$ cat config.mk
export PLATFORM = sky130hd
export DESIGN_NAME = packet_header_capture_filter
export DESIGN_NICKNAME = d
export VERILOG_FILES = /design/src/rtl/phcf_pkg.sv /design/src/rtl/packet_header_capture_filter.sv /design/src/rtl/phcf_hdr_capture.sv
export SDC_FILE = /design/constraint.sdc
export NUM_CORES = 1
export LEC_CHECK = 0
export BUFFER_PORTS_ARGS = -buffer_cell sky130_fd_sc_hd__buf_2
export CORE_MARGIN = 2
export CORE_UTILIZATION = 60
export DETAILED_ROUTE_END_ITERATION = 8
export PLACE_DENSITY = 0.79
export SETUP_SLACK_MARGIN = 0.02
export SKIP_LAST_GASP = 1
export SYNTH_ARGS = -nofsm -noshare
export SYNTH_HDL_FRONTEND = slang
export SYNTH_SLANG_ARGS = --single-unit
$ cat constraint.sdc
create_clock -name clk_i -period 20.3 [get_ports clk_i]
set_input_delay 4.06 -clock clk_i [delete_from_list [all_inputs] [get_ports clk_i]]
set_output_delay 4.06 -clock clk_i [all_outputs]
set_load 0.01 [all_outputs]
$ cat src/rtl/phcf_pkg.sv
// Shared types and constants for the packet header capture filter.
`default_nettype none

package phcf_pkg;

  // Largest number of bytes handed to the capture buffer per frame.
  localparam int unsigned CAPTURE_LIMIT = 1536;
  localparam logic [15:0] CAP_LIMIT_W   = 16'(CAPTURE_LIMIT);

  // Number of drop counters, one for each drop verdict.
  localparam int unsigned NUM_DROP_CNT = 6;

  // Header positions within the frame.
  localparam logic [15:0] POS_ETYPE_HI = 16'd12;
  localparam logic [15:0] POS_ETYPE_LO = 16'd13;
  localparam logic [15:0] POS_IHL      = 16'd14;
  localparam logic [15:0] POS_PROTO    = 16'd23;
  localparam logic [15:0] POS_DADDR_LO = 16'd30;
  localparam logic [15:0] POS_DADDR_HI = 16'd33;
  localparam logic [15:0] ETH_HDR_LEN  = 16'd14;
  localparam logic [15:0] MIN_IP_LEN   = 16'd34;
  localparam logic [15:0] UDP_HDR_LEN  = 16'd8;
  localparam logic [15:0] POS_MAX      = 16'hFFFF;

  localparam logic [15:0] ETYPE_IPV4   = 16'h0800;
  localparam logic [7:0]  PROTO_TCP    = 8'd6;
  localparam logic [7:0]  PROTO_UDP    = 8'd17;
  localparam logic [3:0]  MIN_IHL      = 4'd5;

  // Configuration register reset values.
  localparam logic [31:0] RST_METADATA_ADDR  = 32'hA9FEA9FE;
  localparam logic [15:0] RST_DNS_PORT       = 16'd53;
  localparam logic [15:0] RST_VXLAN_DST_PORT = 16'd4789;
  localparam logic [15:0] RST_VXLAN_SRC_PORT = 16'd16401;

  // Configuration register indexes.
  typedef enum logic [7:0] {
    CFG_METADATA_ADDR  = 8'd0,
    CFG_DNS_PORT       = 8'd1,
    CFG_VXLAN_DST_PORT = 8'd2,
    CFG_VXLAN_SRC_PORT = 8'd3
  } cfg_reg_e;

  // Frame verdicts, in check priority order after the captured case.
  typedef enum logic [2:0] {
    VERDICT_CAPTURED  = 3'd0,
    VERDICT_BAD_HDR   = 3'd1,
    VERDICT_NON_IPV4  = 3'd2,
    VERDICT_METADATA  = 3'd3,
    VERDICT_NON_L4    = 3'd4,
    VERDICT_DNS       = 3'd5,
    VERDICT_VXLAN     = 3'd6,
    VERDICT_RING_FULL = 3'd7
  } verdict_e;

  // One input beat.
  typedef struct packed {
    logic [7:0]  data_byte;
    logic        last_byte;
    logic        ingress;
    logic [31:0] interface_index;
    logic        ring_full;
  } phcf_in_t;

  // One result beat.
  typedef struct packed {
    logic [2:0]  verdict;
    logic [15:0] wire_length;
    logic [10:0] capture_length;
    logic        direction_out;
    logic [31:0] interface_out;
    logic [63:0] reason_count;
  } phcf_out_t;

  // Header fields of a frame as they stand after its current byte.
  typedef struct packed {
    logic [15:0] ether_type;
    logic [3:0]  header_words;
    logic [7:0]  ip_protocol;
    logic [31:0] dest_address;
    logic [15:0] udp_source;
    logic [15:0] udp_dest;
    logic [15:0] wire_length;
  } phcf_hdr_t;

endpackage

`default_nettype wire

$ cat src/rtl/packet_header_capture_filter.sv
// Top level of the packet header capture filter.
// The filter takes a frame one byte per beat and accepts a byte in every cycle
// that the result side keeps up. Header fields are captured as bytes pass; the
// last byte of a frame loads a judge register, and from there the verdict,
// lengths and updated drop counter move into the output register as soon as
// that register is empty or its result is being taken; the result is offered
// from the output register. The judge and output registers give one beat of
// slack, so a stalled result side holds off new bytes only once both are full.
// Drop counters are 64-bit and wrap; there is no clearing pass after reset.
`default_nettype none

module packet_header_capture_filter (
  input  wire logic                 clk_i,
  input  wire logic                 rst_ni,
  input  wire logic                 in_valid_i,
  output logic                      in_ready_o,
  input  wire phcf_pkg::phcf_in_t   in_data_i,
  output logic                      out_valid_o,
  input  wire logic                 out_ready_i,
  output phcf_pkg::phcf_out_t       out_data_o,
  input  wire logic                 cfg_valid_i,
  output logic                      cfg_ready_o,
  input  wire logic [7:0]           cfg_index_i,
  input  wire logic [31:0]          cfg_data_i
);

  logic                  in_acc;
  phcf_pkg::phcf_hdr_t   hdr_next;

  logic                  j_valid_q;
  phcf_pkg::phcf_hdr_t   j_hdr_q;
  logic                  j_ingress_q;
  logic [31:0]           j_iface_q;
  logic                  j_full_q;
  logic                  j_adv;

  logic                  out_valid_q;
  phcf_pkg::phcf_out_t   out_q;

  logic [31:0]           meta_addr_q;
  logic [15:0]           dns_port_q;
  logic [15:0]           vx_dst_q;
  logic [15:0]           vx_src_q;

  logic [63:0]           cnt_q [phcf_pkg::NUM_DROP_CNT];
  phcf_pkg::verdict_e    verdict;
  logic                  is_drop;
  logic [2:0]            cnt_idx;
  logic [63:0]           cnt_cur;
  logic [63:0]           cnt_inc;
  logic [10:0]           cap_len;
  logic [15:0]           udp_end;

  // Configuration writes are always taken.
  assign cfg_ready_o = 1'b1;

  always_ff @(posedge clk_i or negedge rst_ni) begin
    if (!rst_ni) begin
      meta_addr_q <= phcf_pkg::RST_METADATA_ADDR;
      dns_port_q  <= phcf_pkg::RST_DNS_PORT;
      vx_dst_q    <= phcf_pkg::RST_VXLAN_DST_PORT;
      vx_src_q    <= phcf_pkg::RST_VXLAN_SRC_PORT;
    end else if (cfg_valid_i) begin
      case (cfg_index_i)
        phcf_pkg::CFG_METADATA_ADDR:  meta_addr_q <= cfg_data_i;
        phcf_pkg::CFG_DNS_PORT:       dns_port_q  <= cfg_data_i[15:0];
        phcf_pkg::CFG_VXLAN_DST_PORT: vx_dst_q    <= cfg_data_i[15:0];
        phcf_pkg::CFG_VXLAN_SRC_PORT: vx_src_q    <= cfg_data_i[15:0];
        default: ;
      endcase
    end
  end

  // Handshake: the judge stage drains into the output register.
  assign j_adv      = j_valid_q && (!out_valid_q || out_ready_i);
  assign in_ready_o = !j_valid_q || j_adv;
  assign in_acc     = in_valid_i && in_ready_o;

  phcf_hdr_capture u_hdr_capture (
    .clk_i    (clk_i),
    .rst_ni   (rst_ni),
    .accept_i (in_acc),
    .byte_i   (in_data_i.data_byte),
    .last_i   (in_data_i.last_byte),
    .hdr_o    (hdr_next)
  );

  // Judge register: header snapshot of a finished frame.
  always_ff @(posedge clk_i or negedge rst_ni) begin
    if (!rst_ni) begin
      j_valid_q <= 1'b0;
    end else if (in_acc && in_data_i.last_byte) begin
      j_valid_q <= 1'b1;
    end else if (j_adv) begin
      j_valid_q <= 1'b0;
    end
  end

  always_ff @(posedge clk_i) begin
    if (in_acc && in_data_i.last_byte) begin
      j_hdr_q     <= hdr_next;
      j_ingress_q <= in_data_i.ingress;
      j_iface_q   <= in_data_i.interface_index;
      j_full_q    <= in_data_i.ring_full;
    end
  end

  // Verdict checks in priority order.
  always_comb begin
    udp_end = phcf_pkg::ETH_HDR_LEN + {10'b0, j_hdr_q.header_words, 2'b00}
              + phcf_pkg::UDP_HDR_LEN;
    if (j_hdr_q.wire_length < phcf_pkg::ETH_HDR_LEN) begin
      verdict = phcf_pkg::VERDICT_BAD_HDR;
    end else if (j_hdr_q.ether_type != phcf_pkg::ETYPE_IPV4) begin
      verdict = phcf_pkg::VERDICT_NON_IPV4;
    end else if (j_hdr_q.wire_length < phcf_pkg::MIN_IP_LEN) begin
      verdict = phcf_pkg::VERDICT_BAD_HDR;
    end else if (j_hdr_q.dest_address == meta_addr_q) begin
      verdict = phcf_pkg::VERDICT_METADATA;
    end else if (j_hdr_q.header_words < phcf_pkg::MIN_IHL) begin
      verdict = phcf_pkg::VERDICT_BAD_HDR;
    end else if (j_hdr_q.ip_protocol != phcf_pkg::PROTO_TCP &&
                 j_hdr_q.ip_protocol != phcf_pkg::PROTO_UDP) begin
      verdict = phcf_pkg::VERDICT_NON_L4;
    end else if (j_hdr_q.ip_protocol == phcf_pkg::PROTO_UDP &&
                 j_hdr_q.wire_length < udp_end) begin
      verdict = phcf_pkg::VERDICT_BAD_HDR;
    end else if (j_hdr_q.ip_protocol == phcf_pkg::PROTO_UDP &&
                 (j_hdr_q.udp_source == dns_port_q ||
                  j_hdr_q.udp_dest == dns_port_q)) begin
      verdict = phcf_pkg::VERDICT_DNS;
    end else if (j_hdr_q.ip_protocol == phcf_pkg::PROTO_UDP &&
                 (j_hdr_q.udp_source == vx_src_q ||
                  j_hdr_q.udp_dest == vx_dst_q)) begin
      verdict = phcf_pkg::VERDICT_VXLAN;
    end else if (j_full_q) begin
      verdict = phcf_pkg::VERDICT_RING_FULL;
    end else begin
      verdict = phcf_pkg::VERDICT_CAPTURED;
    end
  end

  // Drop counter select and increment.
  always_comb begin
    is_drop = (verdict >= phcf_pkg::VERDICT_NON_IPV4);
    cnt_idx = 3'(verdict) - 3'(phcf_pkg::VERDICT_NON_IPV4);
    cnt_cur = '0;
    for (int i = 0; i < phcf_pkg::NUM_DROP_CNT; i++) begin
      if (cnt_idx == 3'(i)) begin
        cnt_cur = cnt_q[i];
      end
    end
    cnt_inc = cnt_cur + 64'd1;
    cap_len = (j_hdr_q.wire_length > phcf_pkg::CAP_LIMIT_W) ?
              phcf_pkg::CAP_LIMIT_W[10:0] : j_hdr_q.wire_length[10:0];
  end

  always_ff @(posedge clk_i or negedge rst_ni) begin
    if (!rst_ni) begin
      for (int i = 0; i < phcf_pkg::NUM_DROP_CNT; i++) begin
        cnt_q[i] <= '0;
      end
    end else if (j_adv && is_drop) begin
      for (int i = 0; i < phcf_pkg::NUM_DROP_CNT; i++) begin
        if (cnt_idx == 3'(i)) begin
          cnt_q[i] <= cnt_inc;
        end
      end
    end
  end

  // Output register holds one result beat until it is taken.
  always_ff @(posedge clk_i or negedge rst_ni) begin
    if (!rst_ni) begin
      out_valid_q <= 1'b0;
    end else if (j_adv) begin
      out_valid_q <= 1'b1;
    end else if (out_ready_i) begin
      out_valid_q <= 1'b0;
    end
  end

  always_ff @(posedge clk_i) begin
    if (j_adv) begin
      out_q.verdict        <= 3'(verdict);
      out_q.wire_length    <= j_hdr_q.wire_length;
      out_q.capture_length <= cap_len;
      out_q.direction_out  <= j_ingress_q;
      out_q.interface_out  <= j_iface_q;
      out_q.reason_count   <= is_drop ? cnt_inc : 64'd0;
    end
  end

  assign out_valid_o = out_valid_q;
  assign out_data_o  = out_q;

  // A result that is not a drop carries a zero count.
  a_no_count_on_pass: assert property (@(posedge clk_i) disable iff (!rst_ni)
    out_valid_q && out_q.verdict < 3'(phcf_pkg::VERDICT_NON_IPV4)
      |-> out_q.reason_count == 64'd0)
    else $error("nonzero count on a pass verdict");

  // The last byte of a frame always lands in the judge register.
  a_last_loads_judge: assert property (@(posedge clk_i) disable iff (!rst_ni)
    in_acc && in_data_i.last_byte |=> j_valid_q)
    else $error("last byte did not load the judge stage");

  // A drop result carries a count of at least one, unless its counter has just wrapped.
  a_drop_count_nonzero: assert property (@(posedge clk_i) disable iff (!rst_ni)
    j_adv && is_drop |=> out_valid_q && out_q.reason_count != 64'd0
      || $past(cnt_cur) == 64'hFFFF_FFFF_FFFF_FFFF)
    else $error("drop result with zero count");

  // Capture length never exceeds the wire length.
  a_cap_le_wire: assert property (@(posedge clk_i) disable iff (!rst_ni)
    out_valid_q |-> {5'b0, out_q.capture_length} <= out_q.wire_length)
    else $error("capture length above wire length");

endmodule

`default_nettype wire

$ cat src/rtl/phcf_hdr_capture.sv
// Byte position tracking and header field capture for one frame at a time.
`default_nettype none

module phcf_hdr_capture (
  input  wire logic               clk_i,
  input  wire logic               rst_ni,
  input  wire logic               accept_i,
  input  wire logic [7:0]         byte_i,
  input  wire logic               last_i,
  output phcf_pkg::phcf_hdr_t     hdr_o
);

  logic [15:0] pos_q;
  logic [15:0] etype_q, etype_d;
  logic [3:0]  ihl_q, ihl_d;
  logic [7:0]  proto_q, proto_d;
  logic [31:0] daddr_q, daddr_d;
  logic [15:0] sport_q, sport_d;
  logic [15:0] dport_q, dport_d;
  logic [15:0] pos_d;
  logic [15:0] l4_pos;

  // Field loads by position; the L4 offset uses the IHL held before this byte.
  always_comb begin
    l4_pos  = phcf_pkg::ETH_HDR_LEN + {10'b0, ihl_q, 2'b00};
    etype_d = etype_q;
    ihl_d   = ihl_q;
    proto_d = proto_q;
    daddr_d = daddr_q;
    sport_d = sport_q;
    dport_d = dport_q;
    if (pos_q == phcf_pkg::POS_ETYPE_HI || pos_q == phcf_pkg::POS_ETYPE_LO) begin
      etype_d = {etype_q[7:0], byte_i};
    end
    if (pos_q == phcf_pkg::POS_IHL) begin
      ihl_d = byte_i[3:0];
    end
    if (pos_q == phcf_pkg::POS_PROTO) begin
      proto_d = byte_i;
    end
    if (pos_q >= phcf_pkg::POS_DADDR_LO && pos_q <= phcf_pkg::POS_DADDR_HI) begin
      daddr_d = {daddr_q[23:0], byte_i};
    end
    if (pos_q == l4_pos || pos_q == l4_pos + 16'd1) begin
      sport_d = {sport_q[7:0], byte_i};
    end
    if (pos_q == l4_pos + 16'd2 || pos_q == l4_pos + 16'd3) begin
      dport_d = {dport_q[7:0], byte_i};
    end
    // Byte count saturates at the top of its range.
    pos_d = (pos_q == phcf_pkg::POS_MAX) ? pos_q : pos_q + 16'd1;
  end

  // Header view including the current byte.
  always_comb begin
    hdr_o.ether_type   = etype_d;
    hdr_o.header_words = ihl_d;
    hdr_o.ip_protocol  = proto_d;
    hdr_o.dest_address = daddr_d;
    hdr_o.udp_source   = sport_d;
    hdr_o.udp_dest     = dport_d;
    hdr_o.wire_length  = pos_d;
  end

  // Frame state advances on each beat and clears after the last byte.
  always_ff @(posedge clk_i or negedge rst_ni) begin
    if (!rst_ni) begin
      pos_q   <= '0;
      etype_q <= '0;
      ihl_q   <= '0;
      proto_q <= '0;
      daddr_q <= '0;
      sport_q <= '0;
      dport_q <= '0;
    end else if (accept_i) begin
      if (last_i) begin
        pos_q   <= '0;
        etype_q <= '0;
        ihl_q   <= '0;
        proto_q <= '0;
        daddr_q <= '0;
        sport_q <= '0;
        dport_q <= '0;
      end else begin
        pos_q   <= pos_d;
        etype_q <= etype_d;
        ihl_q   <= ihl_d;
        proto_q <= proto_d;
        daddr_q <= daddr_d;
        sport_q <= sport_d;
        dport_q <= dport_d;
      end
    end
  end

endmodule

`default_nettype wire

== Word level (Yosys, flattened, before mapping) ==
Cells that the tools add are included.

* Logic and storage cells: 144
* Flip-flop bits (word level): 843

* Order comparisons: 8
* Multiplexer cells: 34
* Reduce and logical (&&, ||, !) cells: 32
* Eq/ne operators: 26
* Add/subtract/negate cells: 9

{| class="wikitable"
|+ Operators by type and width
! kind !! number
|-
| 64-bit two-way mux || 6
|-
| 16-bit equality test || 8
|-
| 16-bit two-way mux || 8
|-
| 64-bit by 1-bit adder with 64-bit output, second input constant || 1
|-
| 32-bit two-way mux || 2
|-
| 16-bit by 4-bit equality test with 1-bit output, second input constant || 3
|-
| 16-bit by 1-bit adder with 16-bit output, second input constant || 2
|-
| 16-bit by 2-bit adder with 16-bit output, second input constant || 2
|-
| 32-bit equality test || 1
|-
| 3-bit two-way mux || 10
|-
| 2-bit AND reduction || 10
|-
| 16-bit equality test, second input constant || 1
|-
| 16-bit by 5-bit equality test with 1-bit output, second input constant || 1
|-
| 8-bit by 2-bit equality test with 1-bit output, second input constant || 2
|-
| 16-bit by 5-bit greater-or-equal comparator with 1-bit output, second input constant || 1
|-
| 16-bit by 11-bit greater-than comparator with 1-bit output, second input constant || 1
|-
| 16-bit by 6-bit <= comparator with 1-bit output, second input constant || 1
|-
| 16-bit by 4-bit less-than comparator with 1-bit output, second input constant || 1
|-
| 16-bit by 6-bit less-than comparator with 1-bit output, second input constant || 1
|-
| 16-bit by 8-bit less-than comparator with 1-bit output || 1
|-
| 8-bit two-way mux || 2
|-
| 16-bit by 12-bit inequality test with 1-bit output, second input constant || 1
|-
| 4-bit by 6-bit adder with 7-bit output, first input constant || 2
|-
| 1-bit logical AND || 9
|-
| 18 further kinds || 32
|}

== Longest topological paths before layout ==
Gate-level depths: netlist of run 1.

* Word-level depth: 21
* Gate-level depth with buffers: 26
* Depth with buffers taken out: 22

== Cells and area by module ==
From an unflattened synthesis of run 1, not the netlist that was laid out.

* Cell total of the unflattened synthesis: 3570
* Area, all modules: 38933.6 um^2

{| class="wikitable"
|+ By module, submodules not included
! module !! times used !! cells each !! sequential area each (um^2) !! area each (um^2)
|-
| packet_header_capture_filter || 1 || 2791 || 19784.0 || 31966.9
|-
| phcf_hdr_capture || 1 || 779 || 2702.6 || 6966.7
|}

== Worst setup path after synthesis of run 1 ==
No wires, ideal clock.

* Path type: in2reg
* Start: in out_ready_i
* End: reg j_full_q, enable pin
* Buffers on the path: 2
* Arrival time: 10.646 ns
* Required time: 19.654 ns
* Stages on the path: 5
* Setup slack: 9.008 ns
* Cell sequence: nand3b_1 > nand2_1 > clkbuf_1 > clkbuf_1 > nor2_1

* Cells in the longest elaborated chain, start to end: 5

{| class="wikitable"
|+ RTL lines
! item !! RTL line !! RTL
|-
| start: declaration || packet_header_capture_filter.sv:19 || <nowiki>input wire logic out_ready_i,</nowiki>
|-
| 1-bit logical OR || packet_header_capture_filter.sv:75 || <nowiki>assign j_adv = j_valid_q && (!out_valid_q || out_ready_i);</nowiki>
|-
| 1-bit logical AND || packet_header_capture_filter.sv:75 ||
|-
| 1-bit logical OR || packet_header_capture_filter.sv:76 || <nowiki>assign in_ready_o = !j_valid_q || j_adv;</nowiki>
|-
| 1-bit logical AND || packet_header_capture_filter.sv:77 || <nowiki>assign in_acc = in_valid_i && in_ready_o;</nowiki>
|-
| 1-bit logical AND || packet_header_capture_filter.sv:100 || <nowiki>if (in_acc && in_data_i.last_byte) begin</nowiki>
|-
| end signal: assignment || packet_header_capture_filter.sv:104 || <nowiki>j_full_q <= in_data_i.ring_full;</nowiki>
|-
| end: declaration || packet_header_capture_filter.sv:34 || <nowiki>logic j_full_q;</nowiki>
|}

No other way between the ends.
A chain may end at the register's enable or synchronous reset.

== Worst setup path after layout of run 1 ==
* Start: in out_ready_i
* End: out in_ready_o

* Cells in the longest elaborated chain, start to end: 3

{| class="wikitable"
|+ RTL lines
! item !! RTL line !! RTL
|-
| 1-bit logical OR || packet_header_capture_filter.sv:75 ||
|-
| 1-bit logical AND || packet_header_capture_filter.sv:75 ||
|-
| 1-bit logical OR || packet_header_capture_filter.sv:76 ||
|-
| end: declaration || packet_header_capture_filter.sv:16 || <nowiki>output logic in_ready_o,</nowiki>
|}

No other way between the ends.

==> results.txt, run 1 <==
The number of nets handed over by synthesis was 3296. The synthesized design contains 269 enable-type register cells. Setup violations remaining at the end of the flow were counted as 0. Once detail routing completed, the nets flagged for antenna violations numbered 0. The initial antenna violation count was 3; the share of flip-flops with an asynchronous set or reset after synthesis was 68.1%.

The quantity of hold-fixing buffers added after cts came out at 0. The maximum number of pins on one net before global-route repair is 124. The tools report the setup slack of the most critical reg-to-reg path as 11.69 ns.

Post-CTS repair changed the size of 0 cells. The tools report the post-detailed-routing wire length as 98.8 mm. The run gives 0 as the final count of hold timing violations. The first detailed-routing pass ran for 6 iterations. In the final layout, the share of cells above drive strength 1 is 20.3%.

The clock passes through at most 3 buffers. The logs give 27700 for the via count of the first global-routing pass and 4.61 ns for the arrival time of data at the critical path endpoint. After detailed routing, the number of vias per cell comes to 6.44.

The leading cell type in the layout, fill and taps excluded was dfrtp_1. The maximum vdd ir drop is 0.0703 mV. Counting both buffers and inverters, the worst setup path holds a total of 2.

Setup repair after global routing left no endpoint under its margin. The flip-flop cell with the highest count after synthesis is dfrtp_1. The logs give 0 for the number of pins with negative max-slew slack in the final report and 0 for the count of yosys warnings during synthesis. In the routed design, unresolved DRC markers number 0. The leakage power summed over all cells was 17.5 nW.

Count of buffers from port buffering: 216. The mean post-synth cell area came out at 11.6 um2. The number of setup buffers added after CTS was 0.

The cell seen most often among critical-path stages is buf_2. For this design, the slowest cell found on the critical path is nand3b_1. Of all nets on the critical path, the largest fanout is 4.

The flip-flop and latch count after synthesis works out to 843. The die span in x is 252 um, and the I/O pin total is 218. In this design, the stage delay of the slowest critical-path cell is 0.25 ns. Vertical die dimension: 252 um. STA classifies the critical path startpoint as an input pin.

The clock tree synthesis step divided the H-tree into 3 levels. The final layout contains 3454 nets. Cell type group with the largest total delay on the critical path: buffers and inverters. Largest area contributor in the netlist: dfrtp_1.

The top cell types in the final layout, fill and taps aside, are dfrtp_1, nand2_1, o21ai_0. The tools report the number of core rows as 91. For the highest attainable clock frequency, the log shows 115 MHz.

0 antenna diodes ended up in the layout. CTS buffer count: 85. The root cell of the clock tree is clkbuf_16. For the worst slew margin relative to its limit, the log shows 15.2%. The tools report the count of mapped cells out of synthesis as 3192. Compared with the post-synthesis result, the final layout area differs by 12.5%. Kind of critical path: input pin to primary output. Once layout is complete, the utilization of the core stands at 67.8%. By area the synthesized netlist is led by dfrtp_1, edfxtp_1, mux2_2. The reported max-cap violation count came out at 0. Excluding fillers, the count of instances in the completed layout stands at 4212. STA puts the critical path data required time at 16.24 ns. The worst path needs 8.67 ns of the cycle, external delays included. Routability-driven placement finished with a final weighted congestion of 0.920.

STA classifies the critical path endpoint as a primary output. TritonCTS built the clock tree. The logs give 0.65 ns for the clock network latency to the later pin of the worst-skew pair and 4053 for the number of instances in the placed design. Detailed routing inserted a total of 27100 vias. After clock tree synthesis, the clock-pin slew on the worst setup and hold paths is 0.06 ns. The floorplan step defined a die boundary enclosing 0.0636 mm2. Path category of the worst min-delay check: register to register. At the pin with the least slew margin, the transition time is 1.27 ns. The fraction of synthesized cell area taken by the top area cell type works out to 36.4%. The flow ran to the end, and the final reports show no timing, DRC or antenna violations. For this block, the initial DRC count from the detailed router was 2841. The post-route clock skew is 0.0285 ns, and the wire length of the first global-routing pass is 155 mm. The total negative setup slack came out at 0 ns. Mean routed wirelength per cell: 23.5 um. The tools report the number of distinct library cells after synthesis as 95. The tools report the portion of the post-synthesis area used by sequential elements as 60.8%.

In the finished design, the share of the clock period the worst path needs comes to 42.7%. The run gives 0.0370 mm2 as the total standard cell area after synthesis. Across every metal layer, demand over resource in global routing totals 31.5%. For this design the ratio of total power to cell area is 89.0 mW/mm2. For this configuration, the core starts out at a cell density of 60.3%.

The clock drives 843 sinks. The tools report the total grt overflow as 0. In this run the standard cell core region covers 0.0614 mm2.

The run gives 60.0 mm as the HPWL reported at the end of detailed placement. The signal on the critical path passes through buf_2 -> nand3b_1 -> buf_2.
[layer usage]
metal,vias to the layer above,wire [um],GRT usage (%)
li1,11900,-,-
met5,-,40,0
met4,6,4360,15.0
met1,13500,38400,41.3
met2,1417,47000,50.2
met3,319,9040,6.92
[flip-flops by register name, indices dropped and copies added, names as in the netlist, 4 cells and up]
| register | flops |
|---|---|
| cnt_q | 384 |
| dns_port_q | 16 |
| j_hdr_q | 108 |
| j_iface_q | 32 |
| meta_addr_q | 32 |
| out_data_o | 127 |
| u_hdr_capture.daddr_q | 32 |
| u_hdr_capture.dport_q | 16 |
| u_hdr_capture.etype_q | 16 |
| u_hdr_capture.ihl_q | 4 |
| u_hdr_capture.pos_q | 16 |
| u_hdr_capture.proto_q | 8 |
| u_hdr_capture.sport_q | 16 |
| vx_dst_q | 16 |
| vx_src_q | 16 |
[synthesized netlist by cell type, types with 9 or more instances]
master	number
o211ai_1	10
dfstp_2	36
and3_1	10
xor2_1	71
nor2_1	167
dfrtp_1	538
buf_2	27
nor3_1	38
a22o_1	105
o21ai_0	345
a21oi_1	74
ha_1	16
xnor2_1	104
nor4_1	32
o221ai_1	9
nand4_1	44
clkbuf_1	145
buf_1	9
mux2i_1	27
and2_1	13
a211oi_1	15
mux2_2	194
nand3b_1	11
a221o_1	15
nand3_1	89
o21ai_1	56
nand2_1	457
a32oi_1	9
or3_1	28
o31a_1	12
inv_1	19
o32a_1	10
o22ai_1	10
edfxtp_1	269
[worst paths after layout]
| kind | cells after the start | start | to |
|---|---|---|---|
| max | 3 | out_ready_i | in_ready_o |
| min | 0 | j_iface_q[10] | out_data_o[74] |
| max reg2reg | 26 | j_hdr_q[88] | out_data_o[63] |
| min reg2reg | 0 | j_iface_q[10] | out_data_o[74] |
| max in group asynchronous | 4 | rst_ni | meta_addr_q[25] |
| min in group asynchronous | 1 | rst_ni | cnt_q[16] |
[cells by family after synthesis]
| kind of cell | count (synthesis) | share of synthesized area [%] |
|---|---|---|
| buffers and inverters | 213 | 2.40 |
| adders and majority gates | 16 | 0.541 |
| muxes | 222 | 6.67 |
| and+or+nand+nor | 962 | 12.2 |
| AOI/OAI and AO/OA | 755 | 13.0 |
| xor gates and xnor gates | 180 | 4.36 |
| other | 1 | 0.0101 |
| DFF | 843 | 60.8 |
[per-stage QoR]
stage,area (um2),hold slack [ns],total power [mW],worst slack [ns]
5_1_grt,41600,0.429,3.82,11.30
3_3_place_gp,38800,0.400,2.12,11.63
4_1_cts,41600,0.420,3.72,11.63
3_5_place_dp,38800,0.405,2.14,11.65
2_1_floorplan,37000,0.400,2.03,9.01
6_report,41600,0.418,3.70,11.63
[worst reg2reg max path, cell delays in order, from the launching register on]
cell and delay (ns):
edfxtp_1 0.45, a21oi_1 0.21, xor2_1 0.19, ha_1 0.27, a21o_1 0.18, a2111oi_2 0.39
o2111ai_1 0.26, nand2_1 0.21, a211oi_2 0.10, o211ai_4 0.19, buf_4 0.52, ha_2 0.29
buf_4 0.28, inv_1 0.08, buf_4 0.25, nor2_1 0.84, o211ai_1 0.18, buf_4 0.31
a21oi_1 0.16, and4b_1 0.23, nor4_2 0.47, nand2_1 0.27, nor3_2 0.57, nand3_1 0.31
or4_1 0.57, xor2_1 0.45, nor2_1 0.07
[cell type report]
class	count	area, um2
Clock buffer	113	2360
Clock inverter	46	469
Fill cell	4234	19800
Inverter	21	83.8
Multi-Input combinational cell	2136	13800
Sequential cell	843	22500
Tap cell	790	988
Timing Repair Buffer	263	1440
[power by group]
group | internal (mW) | switching, mW | leakage [nW]
Sequential | 1.82 | 0.0298 | 10.4
Combinational | 0.0812 | 0.177 | 5.65
Clock | 0.925 | 0.670 | 1.38
No activity file was read; power rests on OpenSTA's default activity.
==> run 2, diff against run 1 <==
==> constraint.sdc (replaced) <==
create_clock -name clk_i -period 8.45 [get_ports clk_i]
set_input_delay 1.69 -clock clk_i [delete_from_list [all_inputs] [get_ports clk_i]]
set_output_delay 1.69 -clock clk_i [all_outputs]
set_load 0.01 [all_outputs]
==> results.txt, run 2 (synthesis gave the netlist of run 1 again) <==
The logs give 2 for the initial antenna violation count and 17.4 nW for the leakage power summed over all cells. In this run the critical register-to-register path is captured at out_data_o[63]. The buffers plus inverters on the worst setup path was 1.

For the worst setup path, the data required time is 8.78 ns. The path with the worst hold slack has its endpoint at out_data_o[83]. For the initial core utilization, the log shows 60.3%. The worst hold slack across all endpoints was 0.417 ns; the number of pins with negative max-slew slack in the final report was 0. After clock tree synthesis, the clock-pin slew on the worst setup and hold paths is 0.06 ns.

The tree is rooted in a clkbuf_16. For this design the top-level I/O count stands at 218. The number of antenna-violating nets in the routed design was 0; the fraction of final layout cells sized beyond drive strength 1 was 20.1%.

The worst-case reg-to-reg path depth was 19. The run gives 843 as the total clock sinks. The via count of the first global-routing pass is 28000. For this run, design rule violations remaining after detail routing come to 0.

The run finished with clean final reports. The first global-routing pass estimated 159 mm of wire. Critical path endpoint category: a register. Compared with the post-synthesis result, the final layout area differs by 12.3%. met2 is the most crowded layer. The highest attainable clock frequency is 133 MHz, and the shortest period the worst path allows is 7.53 ns. Summed over all nets, the half-perimeter wirelength after detailed placement is 62.4 mm. The tools report the core area as 0.0614 mm2.

The signal on the critical path passes through xor2_1 -> nor4_1 -> nand4_1 -> a21boi_1 -> nor2_1 -> o21ai_0 -> nand3_1 -> ha_2 -> buf_4 -> o21ai_0 -> nor2_2 -> a2bb2oi_1 -> a21oi_1 -> nand3b_1 -> nor4_2 -> nand3_1 -> or4_1 -> xor2_1 -> nor2_1. Wires add up to 101 mm. The maximum fanout along the worst path was 47. Dividing the detail-routed wire length by the instance count gives 24.0 um.

Quantity of hold-fixing buffers added after cts: 0. The clock reaches the later pin of the worst-skew pair after 0.65 ns. For the final routed database, the setup TNS stands at 0 ns. Die span in x: 252 um. The count of instances resized after the clock tree is built was 0. Setup violations remaining at the end of the flow were counted as 0.

The floorplan step defined a die boundary enclosing 0.0636 mm2. For this run, the slowest stage of the critical path takes 0.76 ns. The min-delay analysis places its worst path in the category register to register.

For the pin with the worst max-slew slack, the measured transition is 1.24 ns. For the maximum number of buffers from clock root to sink, the log shows 3. The leading cell type in the layout, fill and taps excluded was dfrtp_1. Register containing the most flip-flops in the final layout: cnt_q. Counting tap cells, the placed design contains a total of 4053 instances.

Measured on the finished design, the core utilization comes to 67.7%. The tools report the startpoint of the worst hold path as j_iface_q[19]. The top cell types in the final layout, fill and taps aside, are dfrtp_1, nand2_1, o21ai_0.

For this run, the total global-route usage over all layers was measured as 32.1%. Once layout is complete, the cells apart from fillers number 4211. Max-cap violations in this run came to 0. The congestion estimate from routability-driven global placement came to 0.922. Detailed routing inserted a total of 27400 vias.

The kind of start point of the critical path is a register. Input and output buffers added on the ports amount to 216. Counting the buffers created by CTS gives 85.

Using the TritonRoute via totals, the vias-per-cell ratio works out to 6.51. For the maximum level of the CTS H-tree, the log shows 3. The total overflow left after global routing is 0.

The die is 252 um tall. Among cell families on the critical path, the largest total delay comes from simple AND/OR/NAND/NOR gates. The worst hold path was traced through 0 stages. The arrival time of data at the critical path endpoint was 7.87 ns; the total power density per cell area was 212 mW/mm2.

Entering global routing, the biggest net connects 193 pins. The first detailed-routing pass took 6 iterations. The register with the most flip-flops in the layout has 384 of them. Setup repair after global routing left no endpoint under its margin. Of the available clock period, the critical path in the final layout requires 89.2%. The met1 usage in global routing was 42.6%. The tools report the final count of hold timing violations as 0.

The logs give 6.44% for the met3 demand-to-capacity share in global routing and 17.4% for the worst slew margin relative to its limit. The tools report the number of setup buffers added after CTS as 0. The post-route clock skew was 0.0337 ns. The tools report the launch point of the worst reg-to-reg path as dns_port_q[0]. The initialized floorplan defines 91 standard-cell rows. VDD sags by at most 0.184 mV. Global routing used 51.4% of the available met2 tracks. The setup check on the worst reg-to-reg path leaves a slack of 0.92 ns. TritonCTS built the clock tree.

The final layout contains 3454 nets. Among all stages on the critical path, the largest delay is contributed by nor4_2. The worst setup path is of the register to register kind. For the first-iteration detailed-routing DRC count, the log shows 3046.
-- run 2: cell count changes in the layout (fill, tap and decap cells not counted), sizes merged --
| cell | previous run | this run |
|---|---|---|
| clkbuf | 113 | 124 |
| bufinv | 8 | 3 |
| inv | 27 | 22 |
| clkinv | 28 | 25 |
| diode | 0 | 1 |
-- run 2: area by class of cell --
type / count / area [um2]
Antenna cell: 1 / 2.50
Clock buffer: 124 / 2470
Clock inverter: 33 / 265
Fill cell: 4372 / 19800
Inverter: 21 / 83.8
Multi-Input combinational cell: 2136 / 13800
Sequential cell: 843 / 22500
Tap cell: 790 / 988
Timing Repair Buffer: 263 / 1480
-- run 2: metal layers --
metal / share of wire [%] / up-vias
met2: 48 / 1458
met4: 4.2 / 2
li1: - / 11900
met3: 9.2 / 318
met5: 0.013 / -
met1: 39 / 13800
-- run 2: worst reg2reg max path, stage by stage (launching register included) --
cell       delay, ns
dfstp_2         0.57
xor2_1          0.11
nor4_1          0.49
nand4_1         0.37
a21boi_1        0.54
nor2_1          0.10
o21ai_0         0.17
nand3_1         0.15
ha_2            0.43
buf_4           0.60
o21ai_0         0.32
nor2_2          0.41
a2bb2oi_1       0.16
a21oi_1         0.35
nand3b_1        0.27
nor4_2          0.76
nand3_1         0.31
or4_1           0.56
xor2_1          0.48
nor2_1          0.09
-- run 2: power by group --
group	switching, mW	leakage (nW)	internal [mW]
clock network	1.58	1.33	2.12
logic	0.437	5.66	0.196
registers	0.0728	10.4	4.37
total	2.09	17.4	6.69
-- run 2: through the flow --
step / area [um2] / power (mW) / setup slack, ns
2_1_floorplan: 37000 / 4.86 / 1.93
3_3_place_gp: 38800 / 5.12 / 1.60
3_5_place_dp: 38800 / 5.14 / 1.34
4_1_cts: 41500 / 8.81 / 1.25
5_1_grt: 41500 / 9.04 / 0.656
6_report: 41500 / 8.79 / 0.916
-- run 2: worst max-delay path by stage --
stage / start / to / cells past startpoint
after global routing: dns_port_q[0] / out_data_o[63] / 19
after floorplan: out_ready_i / j_full_q / 5
after detailed placement: j_hdr_q[88] / out_data_o[63] / 18
after CTS: dns_port_q[0] / out_data_o[63] / 22
final: dns_port_q[0] / out_data_o[63] / 19
after global placement: j_hdr_q[88] / out_data_o[63] / 18
